### config.mk
export PLATFORM = sky130hd
export DESIGN_NAME = bpf_program_validator
export DESIGN_NICKNAME = d
export VERILOG_FILES = /design/src/bpfv_pkg.sv /design/src/bpfv_front.sv /design/src/bpfv_queue.sv /design/src/bpfv_back.sv /design/src/bpf_program_validator.sv
export SDC_FILE = /design/constraint.sdc
export NUM_CORES = 1
export LEC_CHECK = 0
export ABC_AREA = 0
export BUFFER_PORTS_ARGS = -buffer_cell sky130_fd_sc_hd__buf_2
export CORE_UTILIZATION = 35
export DETAILED_ROUTE_END_ITERATION = 10
export PLACE_DENSITY = 0.64
export SYNTH_ARGS = -nofsm -noshare
export SYNTH_HDL_FRONTEND = slang
export SYNTH_SLANG_ARGS = --single-unit
### constraint.sdc
create_clock -name clk -period 10.45 [get_ports clk]
set_input_delay 0.5225 -clock clk [delete_from_list [all_inputs] [get_ports clk]]
set_output_delay 0.5225 -clock clk [all_outputs]
set_load 0.01 [all_outputs]
### src/bpfv_pkg.sv
package bpfv_pkg;

	localparam int unsigned MAX_INSNS = 4096;
	localparam int unsigned PC_W      = $clog2(MAX_INSNS);
	localparam int unsigned LEN_W     = PC_W + 1;
	localparam int unsigned TGT_W     = 18;
	localparam int unsigned Q_DEPTH   = 2;

	localparam logic [LEN_W-1:0] MAX_LEN = LEN_W'(MAX_INSNS);

	typedef enum logic [1:0] {
		ST_OK  = 2'd0,
		ST_ARG = 2'd1,
		ST_VAL = 2'd2
	} verdict_t;

	localparam logic [2:0] CLS_LDX   = 3'h1;
	localparam logic [2:0] CLS_ALU   = 3'h4;
	localparam logic [2:0] CLS_JMP   = 3'h5;
	localparam logic [2:0] CLS_JMP32 = 3'h6;
	localparam logic [2:0] CLS_ALU64 = 3'h7;

	localparam logic [3:0] HI_CALL = 4'h8;
	localparam logic [3:0] HI_EXIT = 4'h9;
	localparam logic [3:0] HI_ENDIAN = 4'hd;
	localparam logic [3:0] HI_ALU_MAX = 4'hc;
	localparam logic [2:0] LDX_MEM_MODE = 3'h3;
	localparam logic [3:0] MAX_REG = 4'd10;
	localparam logic [31:0] MAX_HELPER = 32'd2;

	// decoded instruction, pc-independent part
	typedef struct packed {
		logic        bad;
		logic        need_target;
		logic [15:0] offset;
	} bpfv_cls_t;

endpackage

### src/bpfv_front.sv
module bpfv_front import bpfv_pkg::*; (
	input  logic [63:0] insn_word,
	output bpfv_cls_t   cls
);

	logic [7:0]  op;
	logic [3:0]  dst;
	logic [3:0]  src;
	logic [31:0] imm;
	logic [2:0]  opc;
	logic [3:0]  hi;
	logic        is_jmp;
	logic        op_ok;
	logic        call_bad;

	assign op     = insn_word[7:0];
	assign dst    = insn_word[11:8];
	assign src    = insn_word[15:12];
	assign imm    = insn_word[63:32];
	assign opc    = op[2:0];
	assign hi     = op[7:4];
	assign is_jmp = (opc == CLS_JMP) || (opc == CLS_JMP32);

	always_comb begin
		unique case (opc)
			CLS_LDX: begin
				op_ok = (op[7:5] == LDX_MEM_MODE);
			end
			CLS_ALU, CLS_ALU64: begin
				op_ok = (hi == HI_ENDIAN) ? op[3] : (hi <= HI_ALU_MAX);
			end
			CLS_JMP, CLS_JMP32: begin
				op_ok = (hi != 4'he) && (hi != 4'hf);
			end
			default: begin
				op_ok = 1'b0;
			end
		endcase
	end

	assign call_bad = is_jmp && (hi == HI_CALL) && (op[3] || (imm > MAX_HELPER));

	assign cls.bad         = (dst > MAX_REG) || (src > MAX_REG) || !op_ok || call_bad;
	assign cls.need_target = is_jmp && (hi != HI_CALL) && (hi != HI_EXIT);
	assign cls.offset      = insn_word[31:16];

endmodule

### src/bpfv_queue.sv
module bpfv_queue import bpfv_pkg::*; (
	input  logic      clk,
	input  logic      arst_n,
	input  logic      push,
	input  bpfv_cls_t push_data,
	output logic      full,
	input  logic      pop,
	output logic      not_empty,
	output bpfv_cls_t head
);

	localparam int unsigned PTR_W = $clog2(Q_DEPTH);
	localparam int unsigned CNT_W = $clog2(Q_DEPTH + 1);

	bpfv_cls_t        slot_q [Q_DEPTH];
	logic [PTR_W-1:0] wr_ptr_q;
	logic [PTR_W-1:0] rd_ptr_q;
	logic [CNT_W-1:0] count_q;

	assign full      = (count_q == CNT_W'(Q_DEPTH));
	assign not_empty = (count_q != '0);
	assign head      = slot_q[rd_ptr_q];

	always_ff @(posedge clk) begin
		if (push) begin
			slot_q[wr_ptr_q] <= push_data;
		end
	end

	always_ff @(posedge clk or negedge arst_n) begin
		if (!arst_n) begin
			wr_ptr_q <= '0;
			rd_ptr_q <= '0;
			count_q  <= '0;
		end else begin
			if (push) begin
				wr_ptr_q <= (wr_ptr_q == PTR_W'(Q_DEPTH - 1)) ? '0 : wr_ptr_q + 1'b1;
			end
			if (pop) begin
				rd_ptr_q <= (rd_ptr_q == PTR_W'(Q_DEPTH - 1)) ? '0 : rd_ptr_q + 1'b1;
			end
			unique case ({push, pop})
				2'b10:   count_q <= count_q + 1'b1;
				2'b01:   count_q <= count_q - 1'b1;
				default: count_q <= count_q;
			endcase
		end
	end

endmodule

### src/bpfv_back.sv
module bpfv_back import bpfv_pkg::*; (
	input  logic             clk,
	input  logic             arst_n,
	input  logic [LEN_W-1:0] prog_len,
	input  logic             q_valid,
	input  bpfv_cls_t        q_head,
	output logic             q_pop,
	output logic             out_valid,
	input  logic             out_stall,
	output logic [1:0]       verdict,
	output logic             done_res,
	output logic [PC_W-1:0]  position
);

	logic [PC_W-1:0]         pc_q;
	verdict_t                status_q;
	logic                    out_valid_q;
	verdict_t                verdict_s1;
	logic                    done_s1;
	logic [PC_W-1:0]         pos_s1;

	logic                    len_bad;
	logic signed [TGT_W-1:0] target;
	logic                    tgt_bad;
	logic                    chk_bad;
	verdict_t                new_status;
	logic                    last;
	verdict_t                res_verdict;
	logic                    res_done;

	assign q_pop = q_valid && (!out_valid_q || !out_stall);

	assign len_bad = (prog_len == '0) || (prog_len > MAX_LEN);
	assign target  = $signed({{(TGT_W - PC_W){1'b0}}, pc_q}) + TGT_W'(1)
		+ $signed({{(TGT_W - 16){q_head.offset[15]}}, q_head.offset});
	assign tgt_bad = target[TGT_W-1]
		|| (target >= $signed({{(TGT_W - LEN_W){1'b0}}, prog_len}));
	assign chk_bad = q_head.bad || (q_head.need_target && tgt_bad);
	assign new_status = (status_q != ST_OK) ? status_q : (chk_bad ? ST_VAL : ST_OK);
	assign last = ({1'b0, pc_q} + LEN_W'(1)) >= prog_len;

	assign res_verdict = len_bad ? ST_ARG : new_status;
	assign res_done    = len_bad || last;

	always_ff @(posedge clk or negedge arst_n) begin
		if (!arst_n) begin
			pc_q        <= '0;
			status_q    <= ST_OK;
			out_valid_q <= 1'b0;
		end else begin
			if (q_pop) begin
				out_valid_q <= 1'b1;
				if (res_done) begin
					pc_q     <= '0;
					status_q <= ST_OK;
				end else begin
					pc_q     <= pc_q + 1'b1;
					status_q <= new_status;
				end
			end else if (!out_stall) begin
				out_valid_q <= 1'b0;
			end
		end
	end

	always_ff @(posedge clk) begin
		if (q_pop) begin
			verdict_s1 <= res_verdict;
			done_s1    <= res_done;
			pos_s1     <= pc_q;
		end
	end

	assign out_valid = out_valid_q;
	assign verdict   = verdict_s1;
	assign done_res  = done_s1;
	assign position  = pos_s1;

endmodule

### src/bpf_program_validator.sv
// Checks an eBPF program one 64-bit instruction per request and returns one
// result per request: the sticky verdict so far (0 ok, 1 bad length, 2 invalid
// instruction), a done flag on the last instruction, and the instruction's
// position. Set program_length while the block is idle; a length of 0 or above
// 4096 flags every request as a bad length and done. Throughput is one request
// per cycle unless out_stall holds: a decode front end feeds a two-entry queue,
// and the back end (position counter, jump-target add and compare, result
// register) retires one entry each cycle.
module bpf_program_validator import bpfv_pkg::*; (
	input  logic             clk,
	input  logic             arst_n,
	input  logic             cfg_valid,
	output logic             cfg_ready,
	input  logic [LEN_W-1:0] program_length,
	input  logic             in_valid,
	output logic             in_stall,
	input  logic [63:0]      insn_word,
	output logic             out_valid,
	input  logic             out_stall,
	output logic [1:0]       verdict,
	output logic             done_res,
	output logic [PC_W-1:0]  position
);

	logic [LEN_W-1:0] prog_len_q;
	bpfv_cls_t        cls;
	bpfv_cls_t        q_head;
	logic             q_full;
	logic             q_valid;
	logic             q_pop;

	assign cfg_ready = 1'b1;

	always_ff @(posedge clk or negedge arst_n) begin
		if (!arst_n) begin
			prog_len_q <= '0;
		end else if (cfg_valid && cfg_ready) begin
			prog_len_q <= program_length;
		end
	end

	bpfv_front u_front (
		.insn_word (insn_word),
		.cls       (cls)
	);

	assign in_stall = q_full;

	bpfv_queue u_queue (
		.clk       (clk),
		.arst_n    (arst_n),
		.push      (in_valid && !q_full),
		.push_data (cls),
		.full      (q_full),
		.pop       (q_pop),
		.not_empty (q_valid),
		.head      (q_head)
	);

	bpfv_back u_back (
		.clk       (clk),
		.arst_n    (arst_n),
		.prog_len  (prog_len_q),
		.q_valid   (q_valid),
		.q_head    (q_head),
		.q_pop     (q_pop),
		.out_valid (out_valid),
		.out_stall (out_stall),
		.verdict   (verdict),
		.done_res  (done_res),
		.position  (position)
	);

endmodule

==> results.md, run 1 <==
* Clock Sinks at just over 80
* R2R setup slack at approximately 6 ns
* Most common cell after layout, fill and taps aside: buf_2
* Syn Std Cell Area at between 4000 and 5000 um^2
* Multi-input combinational cell area at around 2300 um^2
* Area Growth Syn to Fin at 20.9%
* Maxcap violations at 0
* Core area at 13300 um^2
* P_leak at ~2.6 nW
* Worst slew pin tran at approximately 0.94 ns
* Req. time, crit path at 10.54 ns
* Unrepaired setup endpoints after global routing: no
* Layout filler cell count at between 1000 and 1500
* Num ports at 100
* Nets at about 660
* Fin worst setup slack at around 6 ns
* Crit Path Max Fanout at 8
* Max VDD drop at 0.149 mV
* CP startpoint kind: flip-flop
* Total number of vias at 3705
* Status: finished, final reports clean
* Max Clk Rate at 217 MHz
* Initial antenna violation count at 0
* Most frequent cells in the layout: 98 x buf_2, 51 x edfxtp_1, 49 x nand2_1
* Number of diodes at 0
* Rows at 42
* Synth Warn # at 0
* Drt pass-1 iters at 4
* CTS tree: done
* Detail Placement HPWL at 8.41 mm
* Critical path type: flip-flop to flip-flop
* Clk buf depth at 2
* FF-to-FF path depth at 19
* Synth Flop Type: edfxtp_1
* Reg clk slew, reported paths at about 0.060 ns
* Routed wire length at about 11 mm
* Final core occ at 43.4%
* First-pass GRT wire length at ~18 mm
* Buffers on Ports at 98
* Final setup fails at 0
* Avg WL per Cell at around 15 um
* Pre-CTS setup slack at a little under 6 ns
* Worst R2R Start: u_back.pc_q[0]
* Crit path time final at 4.60 ns
* Syn avg cell area at around 11 um^2
* End point of the critical path: u_back.verdict[1]
* Setup Buffers After CTS at 0
* Worst-skew pair later-pin latency at between 0.3 and 0.4 ns
* Sequential cell area at approximately 2300 um^2
* DR vias/cell at about 5
* Number of global-route vias before repair at ~3600
* Global route total overflow at 0
* Hold-fix buffers, CTS at 0
* Setup TNS at 0 ns
* Die Footprint at about 14000 um^2
* ANT nets after route at 0
* DR iter-0 viols at roughly 170
* Register area share after synthesis at about half
* Global placement routability congestion at about 0.86
* Root Driver: clkbuf_16
* Critical Path Source: u_back.pc_q[0]
* Power per cell area at 232 nW/um^2
* Hold_ws at 0.223 ns
* CTS buffer count at 9
* Die width at ~120 um
* EDFF count, synth at a little over 50
* Post-CTS Resized at 0
* R2R Path End: u_back.verdict[1]
* Relative slew slack at ~37%
* Synthesized flop and latch total at 83
* Synthesized instance count at roughly 440
* Initial Util at 35.9%
* Max Slew Vio Count at 0
* Hold crit path type: input pin to async pin
* Setup crit end kind: flip-flop
* Height of the chip at between 100 and 150 um
* Syn Nets at around 560
* Distinct cell type count after synthesis at 60
* Worst EP arrival at between 4 and 5 ns
* Fin crit share at between 40 and 50%
* Layout cells sized above 1 at between 20% and 30%
* Ys async rst share at 38.6%
* Total chip power at 0.00134 W
* Drc violations at 0
* GRT Overall Usage at between 10% and 20%
* Worst Skew at a little under 0.01 ns
* Pin count of the biggest net entering global routing at 33
* Final hold viol count at 0
* H-tree Lvls at 3
## cells in the mapped netlist (12+ instances only)
cell type / n / area (um^2)
dfrtp_1: 32 / 801
o21ai_0: 25 / 125
nand3_1: 16 / 80.1
edfxtp_1: 51 / 1530
inv_1: 27 / 101
a31oi_1: 12 / 75.1
xnor2_1: 13 / 114
nand2_1: 49 / 184
nor2_1: 17 / 63.8
a21oi_1: 15 / 75.1
ha_1: 41 / 513
mux2_2: 16 / 180
## layout make-up
| type | instances | area share, % |
|---|---|---|
| Clock inverter | 3 | 0.737 |
| Sequential cell | 83 | 40.4 |
| Multi-Input combinational cell | 317 | 39.6 |
| Timing Repair Buffer | 100 | 8.75 |
| Inverter | 28 | 1.82 |
| Clock buffer | 13 | 4.87 |
| Tap cell | 176 | 3.81 |
## registers in the layout (all words and copies together), names as in the netlist
| signal | cells |
|---|---|
| u_back.position | 12 |
| u_queue.count_q | 2 |
| u_back.pc_q | 12 |
| prog_len_q | 13 |
| u_back.out_valid | 1 |
| u_back.verdict | 2 |
| u_queue.wr_ptr_q | 1 |
| u_back.done_res | 1 |
| u_queue.slot_q | 36 |
| u_queue.rd_ptr_q | 1 |
| u_back.status_q | 2 |
## stage by stage
step / cells / cell area (um^2)
CTS: 720 / 5780
floorplan: 438 / 4780
global placement: 704 / 5450
finish: 720 / 5780
global route: 720 / 5780
detailed placement: 704 / 5450
## worst min path at each step
| stage | from | endpoint | slack (ns) | depth (start not counted) |
|---|---|---|---|---|
| 6_report | arst_n | u_queue.wr_ptr_q | 0.22 | 1 |
| 5_1_grt | arst_n | prog_len_q[0] | 0.27 | 1 |
| 4_1_cts | arst_n | u_queue.wr_ptr_q | 0.24 | 1 |
| 3_5_place_dp | u_back.out_valid | u_back.out_valid | 0.48 | 2 |
| 3_3_place_gp | u_back.out_valid | u_back.out_valid | 0.47 | 2 |
| 2_1_floorplan | arst_n | prog_len_q[0] | 0.23 | 0 |
## power breakdown
group	internal [W]	switching, W	total [W]
clock network	0.000212	0.000122	0.000334
logic	0.000233	0.000288	0.000520
registers	0.000438	0.0000502	0.000488
## routing by layer
layer  vias up  routed length, um  global-route usage (%)
met5         -                  0                       0
met4         0                129                    5.54
met3         9                515                    4.93
met2        84               5300                    26.6
met1      1775               4940                    21.0
li1       1837                  -                       -
## cell families (layout without fill, tap and decap cells)
group | Yosys count | after routing | share of synthesized area, %
fa+ha+maj | 42 | 42 | 11.2
other cells | 1 | 1 | 0.0785
mux | 19 | 19 | 4.40
buf+inv | 38 | 144 | 3.25
xor+xnor | 22 | 22 | 4.03
simple gates | 131 | 131 | 13.5
flops | 83 | 83 | 48.8
compound gates | 102 | 102 | 14.7
## critical path, stage by stage, from the launching register on
cell,delay [ns]
dfrtp_1,0.45
ha_1,0.25
and3_1,0.21
nand3_1,0.15
nor3_1,0.29
nand3_1,0.18
nand2_1,0.10
nand2_1,0.11
ha_1,0.39
a21o_2,0.21
a31oi_1,0.27
o21ai_2,0.16
xor2_1,0.17
ha_1,0.32
a2111oi_0,0.41
nor3_1,0.11
o21ai_0,0.09
o21ai_0,0.12
a211oi_2,0.24
a21oi_1,0.11
Power figures use the tool's default switching activity.
==> run 2, diff against run 1 <==
- ABC_AREA: 0 -> 1
- PLACE_DENSITY: 0.64 -> 0.66
- clock period: 10.45 -> 4 ns (I/O delays scaled with it)
==> run 2 against run 1 <==
Register-to-register slack worse by 5.5 ns; critical path depth is 6 higher; global-route usage down 1.2 points; first-iteration DRC count up 17%; sequential share of layout area fell by 1.1 points; wire length is 3.1% lower; power grew to 2.8 times the previous value; clock power grew to 2.8 times the previous value; non-clock buffer count rose by 4; count of clock-buffer cells in the layout shrank 1; setup slack worse by 5.5 ns; highest routed layer unchanged.
==> results.md, run 2 <==
* Worst-skew pair later-pin latency at roughly 0.34 ns
* CTS tree: done
* Synthesized flop and latch total at 83
* Post-synth top area cell: edfxtp_1
* Most common cell after layout, fill and taps aside: nand2_1
* Total number of vias at roughly 4000
* Reg clk slew, reported paths at 0.06 ns
* Most frequent cells in the layout: 159 x nand2_1, 98 x buf_2, 68 x inv_1
* Unrepaired setup endpoints after global routing: no
* Pin count of the biggest net entering global routing at 34
* Clock Sinks at a little over 80
* Pre-CTS setup slack at 0.229 ns
* Worst slew pin tran at 0.753 ns
* EDFF count, synth at just over 50
* Critical path type: flip-flop to flip-flop
* Die width at between 100 and 150 um
* Synth area leaders: edfxtp_1 32%, dfrtp_1 17%, nand2_1 12%
* Routed wire length at about 11 mm
* Post-synth top cells: 159 x nand2_1, 69 x inv_1, 51 x edfxtp_1
* Final setup fails at 0
* P_leak at ~2.9 nW
* Rows at 42
* Fin crit share at around nine tenths
* Area fraction of the dominant cell type after synthesis at 31.6%
* GRT Overall Usage at between 10% and 20%
* Synth Flop Type: edfxtp_1
* Number of diodes at 0
* Syn Nets at 671
* Final hold viol count at 0
* Global route total overflow at 0
* Syn avg cell area at about 8.9 um^2
* First-pass GRT wire length at around 17 mm
* Distinct cell type count after synthesis at slightly above 40
* Max VDD drop at between 0.2 and 0.25 mV
* H-tree Lvls at 3
* Initial Util at about 36%
* R2R setup slack at between 0.3 and 0.4 ns
* Switching share of power at between 30% and 40%
* Max reg flops at 36
* Multi-input combinational cell area at between 2000 and 2500 um^2
* ANT nets after route at 0
* Root Driver: clkbuf_16
* Die Footprint at between 10000 and 15000 um^2
* Drt pass-1 iters at 6
* Num ports at 100
* Synth Warn # at 0
* Max Clk Rate at approximately 280 MHz
* Logic pwr share at a little over two fifths
* Ys async rst share at approximately two fifths
* Clk network pwr share at 25.0%
* Height of the chip at 120 um
* Worst EP arrival at between 3 and 4 ns
* Top flop regs: u_queue.slot_q: 36 flops, prog_len_q: 13 flops
* Worst Skew at 0.00611 ns
* Crit path time final at roughly 3.6 ns
* Syn Std Cell Area at 4840 um^2
* Area Growth Syn to Fin at 22.6%
* Layout filler cell count at roughly 1300
* Maxcap violations at 0
* Status: finished, final reports clean
* Global placement routability congestion at between 0.8 and 0.9
* Internal power at around 0.0024 W
* Relative slew slack at 49.8%
* CP startpoint kind: flip-flop
* Register area share after synthesis at about half
* Req. time, crit path at between 4 and 5 ns
* DR iter-0 viols at just over 200
* Switch Pwr at about 0.0014 W
* Sequential cell area at 2330 um^2
* Nets at approximately 780
* Layout cells sized above 1 at between 20% and 30%
* Cells after DPL at approximately 820
* Initial antenna violation count at 0
* Crit Path Max Fanout at 5
* Setup crit end kind: flip-flop
* Layout Cells excl Fill at around 840
* Top reg by flops: u_queue.slot_q
* Most frequent cell after synthesis: nand2_1
* Drc violations at 0
* Max Slew Vio Count at 0
* Buffers on Ports at just under 100
* Number of global-route vias before repair at 3719
* Setup TNS at 0 ns
* CTS buffer count at 9
* Avg WL per Cell at approximately 13 um
* Clk buf depth at 2
* Hold crit path type: input pin to flip-flop
* Fin worst setup slack at 0.369 ns
* Core area at roughly 13000 um^2
* Flop pwr share at approximately a third
* Detail Placement HPWL at roughly 8.5 mm
* Synthesized instance count at about 550
* DR vias/cell at 4.69
* Power per cell area at roughly 640 nW/um^2
run 2: cell count changes after synthesis, moves of 8 or more:
cell     delta
xnor2_1     -9
nor3_1      -8
a31oi_1     -8
a21o_1      -9
mux2_2     -15
nand2_1   +110
nand3_1    +16
inv_1      +42
a21oi_1     +8
xor2_1      +9
nor2_1     +12
run 2: final timing paths:
path	from	to	cells past startpoint
worst max register to register	u_back.pc_q[1]	u_back.verdict[1]	25
min in group asynchronous	arst_n	u_back.pc_q[1]	2
max in group asynchronous	arst_n	u_back.pc_q[0]	2
worst min-delay path	insn_word[31]	u_queue.slot_q[1][15]	1
worst min register to register	u_back.pc_q[7]	u_back.position[7]	0
worst max-delay path	u_back.pc_q[1]	u_back.verdict[1]	25
run 2: critical path, stage by stage (launching register included):
cell and delay (ns):
dfrtp_1 0.39, ha_1 0.18, nand2_1 0.08, nor2_1 0.13
inv_2 0.07, o21ai_0 0.23, inv_1 0.12, ha_1 0.37
nand2_1 0.11, inv_1 0.07, a21oi_1 0.14, nand2_1 0.13
xor2_1 0.17, ha_1 0.30, nand2_1 0.07, nor2_2 0.10
nand3_1 0.09, nand3_1 0.10, nand2_1 0.06, a21oi_1 0.12
nor2_1 0.05, nand3_1 0.06, nand2_1 0.05, nand2_1 0.06
nand2_1 0.07, a21oi_2 0.13
run 2: power groups by stage:
stage                     combinational (W)  clock, W  sequential (W)
after floorplan                     0.00111         0         0.00128
after global placement              0.00152         0         0.00126
after detailed placement            0.00157         0         0.00126
after CTS                           0.00158  0.000960         0.00125
after global routing                0.00183  0.000988         0.00127
final                               0.00159  0.000944         0.00124
run 2: final cells by class:
class / count / share of cell area [%]
sequential: 83 / 39.3
multi-input combinational: 384 / 37.4
timing repair buffer: 104 / 9.06
inverter: 73 / 4.74
clock buffer: 12 / 4.15
tap: 176 / 3.71
clock inverter: 4 / 1.64
run 2: logic make-up after synthesis:
group | synth area share [%]
adders and majority gates | 11.0
muxes | 0.439
AOI/OAI and AO/OA | 7.49
other | 0.0774
buffers and inverters | 6.61
and+or+nand+nor | 22.3
xor gates and xnor gates | 3.98
DFF | 48.1
run 2: repair_timing:
action                     CTS  global route
gates resized for setup      0             7
hold endpoints to repair    32             0
buffers inserted             0             1
setup endpoints to repair    0             2
hold buffers                 1             0
run 2: metrics by stage:
step           cell area (um^2)  utilization, %  hold slack (ns)  total power (W)
2_1_floorplan              4840               -          -0.0956          0.00240
3_3_place_gp               5550            41.6            0.301          0.00278
3_5_place_dp               5550            41.6            0.309          0.00284
4_1_cts                    5900            44.2           0.0439          0.00379
5_1_grt                    5940            44.5           0.0470          0.00408
6_report                   5940            44.5           0.0529          0.00377
run 2: per-layer routing:
metal  share of wire, %  routed length [um]  GRT usage (%)  vias up
li1                   -                   -              -     2037
met1                 45                4780           18.7     1746
met2                 48                5080           26.9      124
met3                5.3                 559           3.52       12
met4                1.2                 127           3.67        0
met5                  0                   0              0        -
==> run 3, diff against run 2 <==
- CORE_ASPECT_RATIO: default -> 0.5
==> run 3 against run 2 <==
Global-route usage up 0.76 points; wire length up 2.4%; clock skew up 0.0034 ns; via count up 0.20%; clock power down 15%; fmax down 1.3%; worst hold slack worse by 0.0011 ns; count of clock-buffer cells in the layout down 2; design area down 0.51%; die area up 0.20%; critical path type unchanged; critical endpoint unchanged; largest power group unchanged; highest routed layer is now met5.
==> results.md, run 3 (synthesis gave the netlist of run 2 again) <==
* Status: finished, final reports clean
* Max VDD drop at 0.242 mV
* Layout cells sized above 1 at around a fifth
* Maxcap violations at 0
* Worst path most repeated cell: nand2_1
* First-pass GRT wire length at roughly 18 mm
* Setup crit end kind: flip-flop
* GRT Overall Usage at around 16%
* Root Driver: clkbuf_16
* Relative slew slack at 49.8%
* Cells after DPL at ~810
* Fin crit share at between 90% and 100%
* Global route total overflow at 0
* ANT nets after route at 0
* Clk buf depth at 2
* Power per cell area at about 620 nW/um^2
* Hold_sp: insn_word[22]
* Detail Placement HPWL at 8.52 mm
* Worst hold path stage count at 1
* Worst EP arrival at 3.77 ns
* CTS buffer count at 9
* Total chip power at around 0.0037 W
* Top reg by flops: u_queue.slot_q
* Max Clk Rate at around 270 MHz
* Initial Util at between 30 and 40%
* Hold crit path type: input pin to flip-flop
* Drc violations at 0
* Max reg flops at 36
* Number of global-route vias before repair at 3768
* Unrepaired setup endpoints after global routing: no
* Nets at roughly 780
* Hold_ws at 0.0517 ns
* CP startpoint kind: flip-flop
* Area Growth Syn to Fin at 22.0%
* Pin count of the biggest net entering global routing at 34
* R2R Path End: u_back.verdict[1]
* Num ports at 100
* CP max-delay cell: dfrtp_1
* CTS tree: done
* Height of the chip at 85.2 um
* Worst R2R Start: u_back.pc_q[0]
* Routed wire length at approximately 11 mm
* Drt pass-1 iters at 4
* Critical path type: flip-flop to flip-flop
* P_leak at 2.92 nW
* Top flop regs: u_queue.slot_q: 36 flops, prog_len_q: 13 flops
* Crit Path Max Fanout at 5
* Total number of vias at 3927
* Buffers on Ports at 98
* Global placement routability congestion at ~0.85
* DR vias/cell at 4.71
* Avg WL per Cell at around 13 um
* Critical Path Source: u_back.pc_q[0]
* Layout Cells excl Fill at between 800 and 900
* Worst slew pin tran at 0.753 ns
* Crit path time final at between 3 and 4 ns
* Die Footprint at ~14000 um^2
* Initial antenna violation count at 2
* Most common cell after layout, fill and taps aside: nand2_1
* Clock Sinks at between 80 and 90
* Worst-skew pair later-pin latency at around 0.34 ns
* Worst Skew at 0.00956 ns
* DR iter-0 viols at about 150
* Core area at 13100 um^2
* Most frequent cells in the layout: 159 x nand2_1, 98 x buf_2, 69 x inv_1
* Rows at 29
* FF-to-FF path depth at 27
* Final hold viol count at 0
* Reg clk slew, reported paths at 0.06 ns
* Slowest cell delay on critical path at 0.41 ns
* R2R setup slack at 0.32 ns
* Die width at around 170 um
* H-tree Lvls at 3
* Layout filler cell count at roughly 1300
* Max Slew Vio Count at 0
* Setup TNS at 0 ns
* Req. time, crit path at between 4 and 5 ns
* Final setup fails at 0
* End point of the critical path: u_back.verdict[1]
run 3: cell types whose count changed in the layout (fill, tap and decap cells not counted), sizes merged:
| cell | previous run | this run |
|---|---|---|
| diode | 0 | 1 |
| clkinv | 1 | 5 |
| clkbuf | 12 | 10 |
| buf | 103 | 105 |
| bufinv | 3 | 1 |
run 3: how the worst min path moves through the flow:
stage,end,slack [ns]
finish,u_queue.slot_q[1][6],0.05
global route,u_queue.slot_q[1][7],0.04
CTS,u_queue.slot_q[1][7],0.04
detailed placement,u_queue.wr_ptr_q,0.31
global placement,u_queue.wr_ptr_q,0.31
floorplan,prog_len_q[0],-0.1
run 3: metrics by stage:
| step | instance area, um^2 | setup slack [ns] | util (%) |
|---|---|---|---|
| 2_1_floorplan | 4840 | 0.593 | - |
| 3_3_place_gp | 5550 | 0.377 | 42.5 |
| 3_5_place_dp | 5550 | 0.268 | 42.5 |
| 4_1_cts | 5850 | 0.254 | 44.8 |
| 5_1_grt | 5910 | 0.00241 | 45.2 |
| 6_report | 5910 | 0.321 | 45.2 |
run 3: critical path, delay by kind of cell, from the launching register on:
kind	cells	cell delay [ns]
buf+inv	3	0.28
compound gates	4	0.47
simple gates	16	1.39
fa+ha+maj	3	0.74
flops	1	0.41
xor+xnor	1	0.14
run 3: area by class of cell:
type / instances / area, um^2 / area share [%]
sequential: 83 / 2330 / 39.5
multi-input combinational: 384 / 2240 / 38.0
timing repair buffer: 106 / 553 / 9.36
inverter: 73 / 282 / 4.76
clock buffer: 10 / 229 / 3.87
tap: 170 / 213 / 3.60
clock inverter: 6 / 56.3 / 0.953
antenna: 1 / 2.50 / 0.0423
run 3: where the power goes:
group	total (W)	internal (W)	leakage [nW]	switching, W
sequential	0.00125	0.00116	0.890	0.0000873
combinational	0.00161	0.000603	1.89	0.00101
clock	0.000800	0.000478	0.140	0.000322
total	0.00366	0.00224	2.92	0.00142
run 3: routing by layer:
metal	global-route usage [%]	vias up	wire length, um
met3	5.13	11	724
met2	27.4	103	5070
met1	19.4	1769	4890
met5	0	-	8
li1	-	2042	-
met4	4.88	2	114
run 3: repair_timing:
item | 4_1_cts | 5_1_grt
hold endpoints to repair | 32 | 0
endpoints found under the setup margin | 0 | 2
resized for setup | 0 | 7
hold buffers | 1 | 0
buffers inserted | 0 | 1
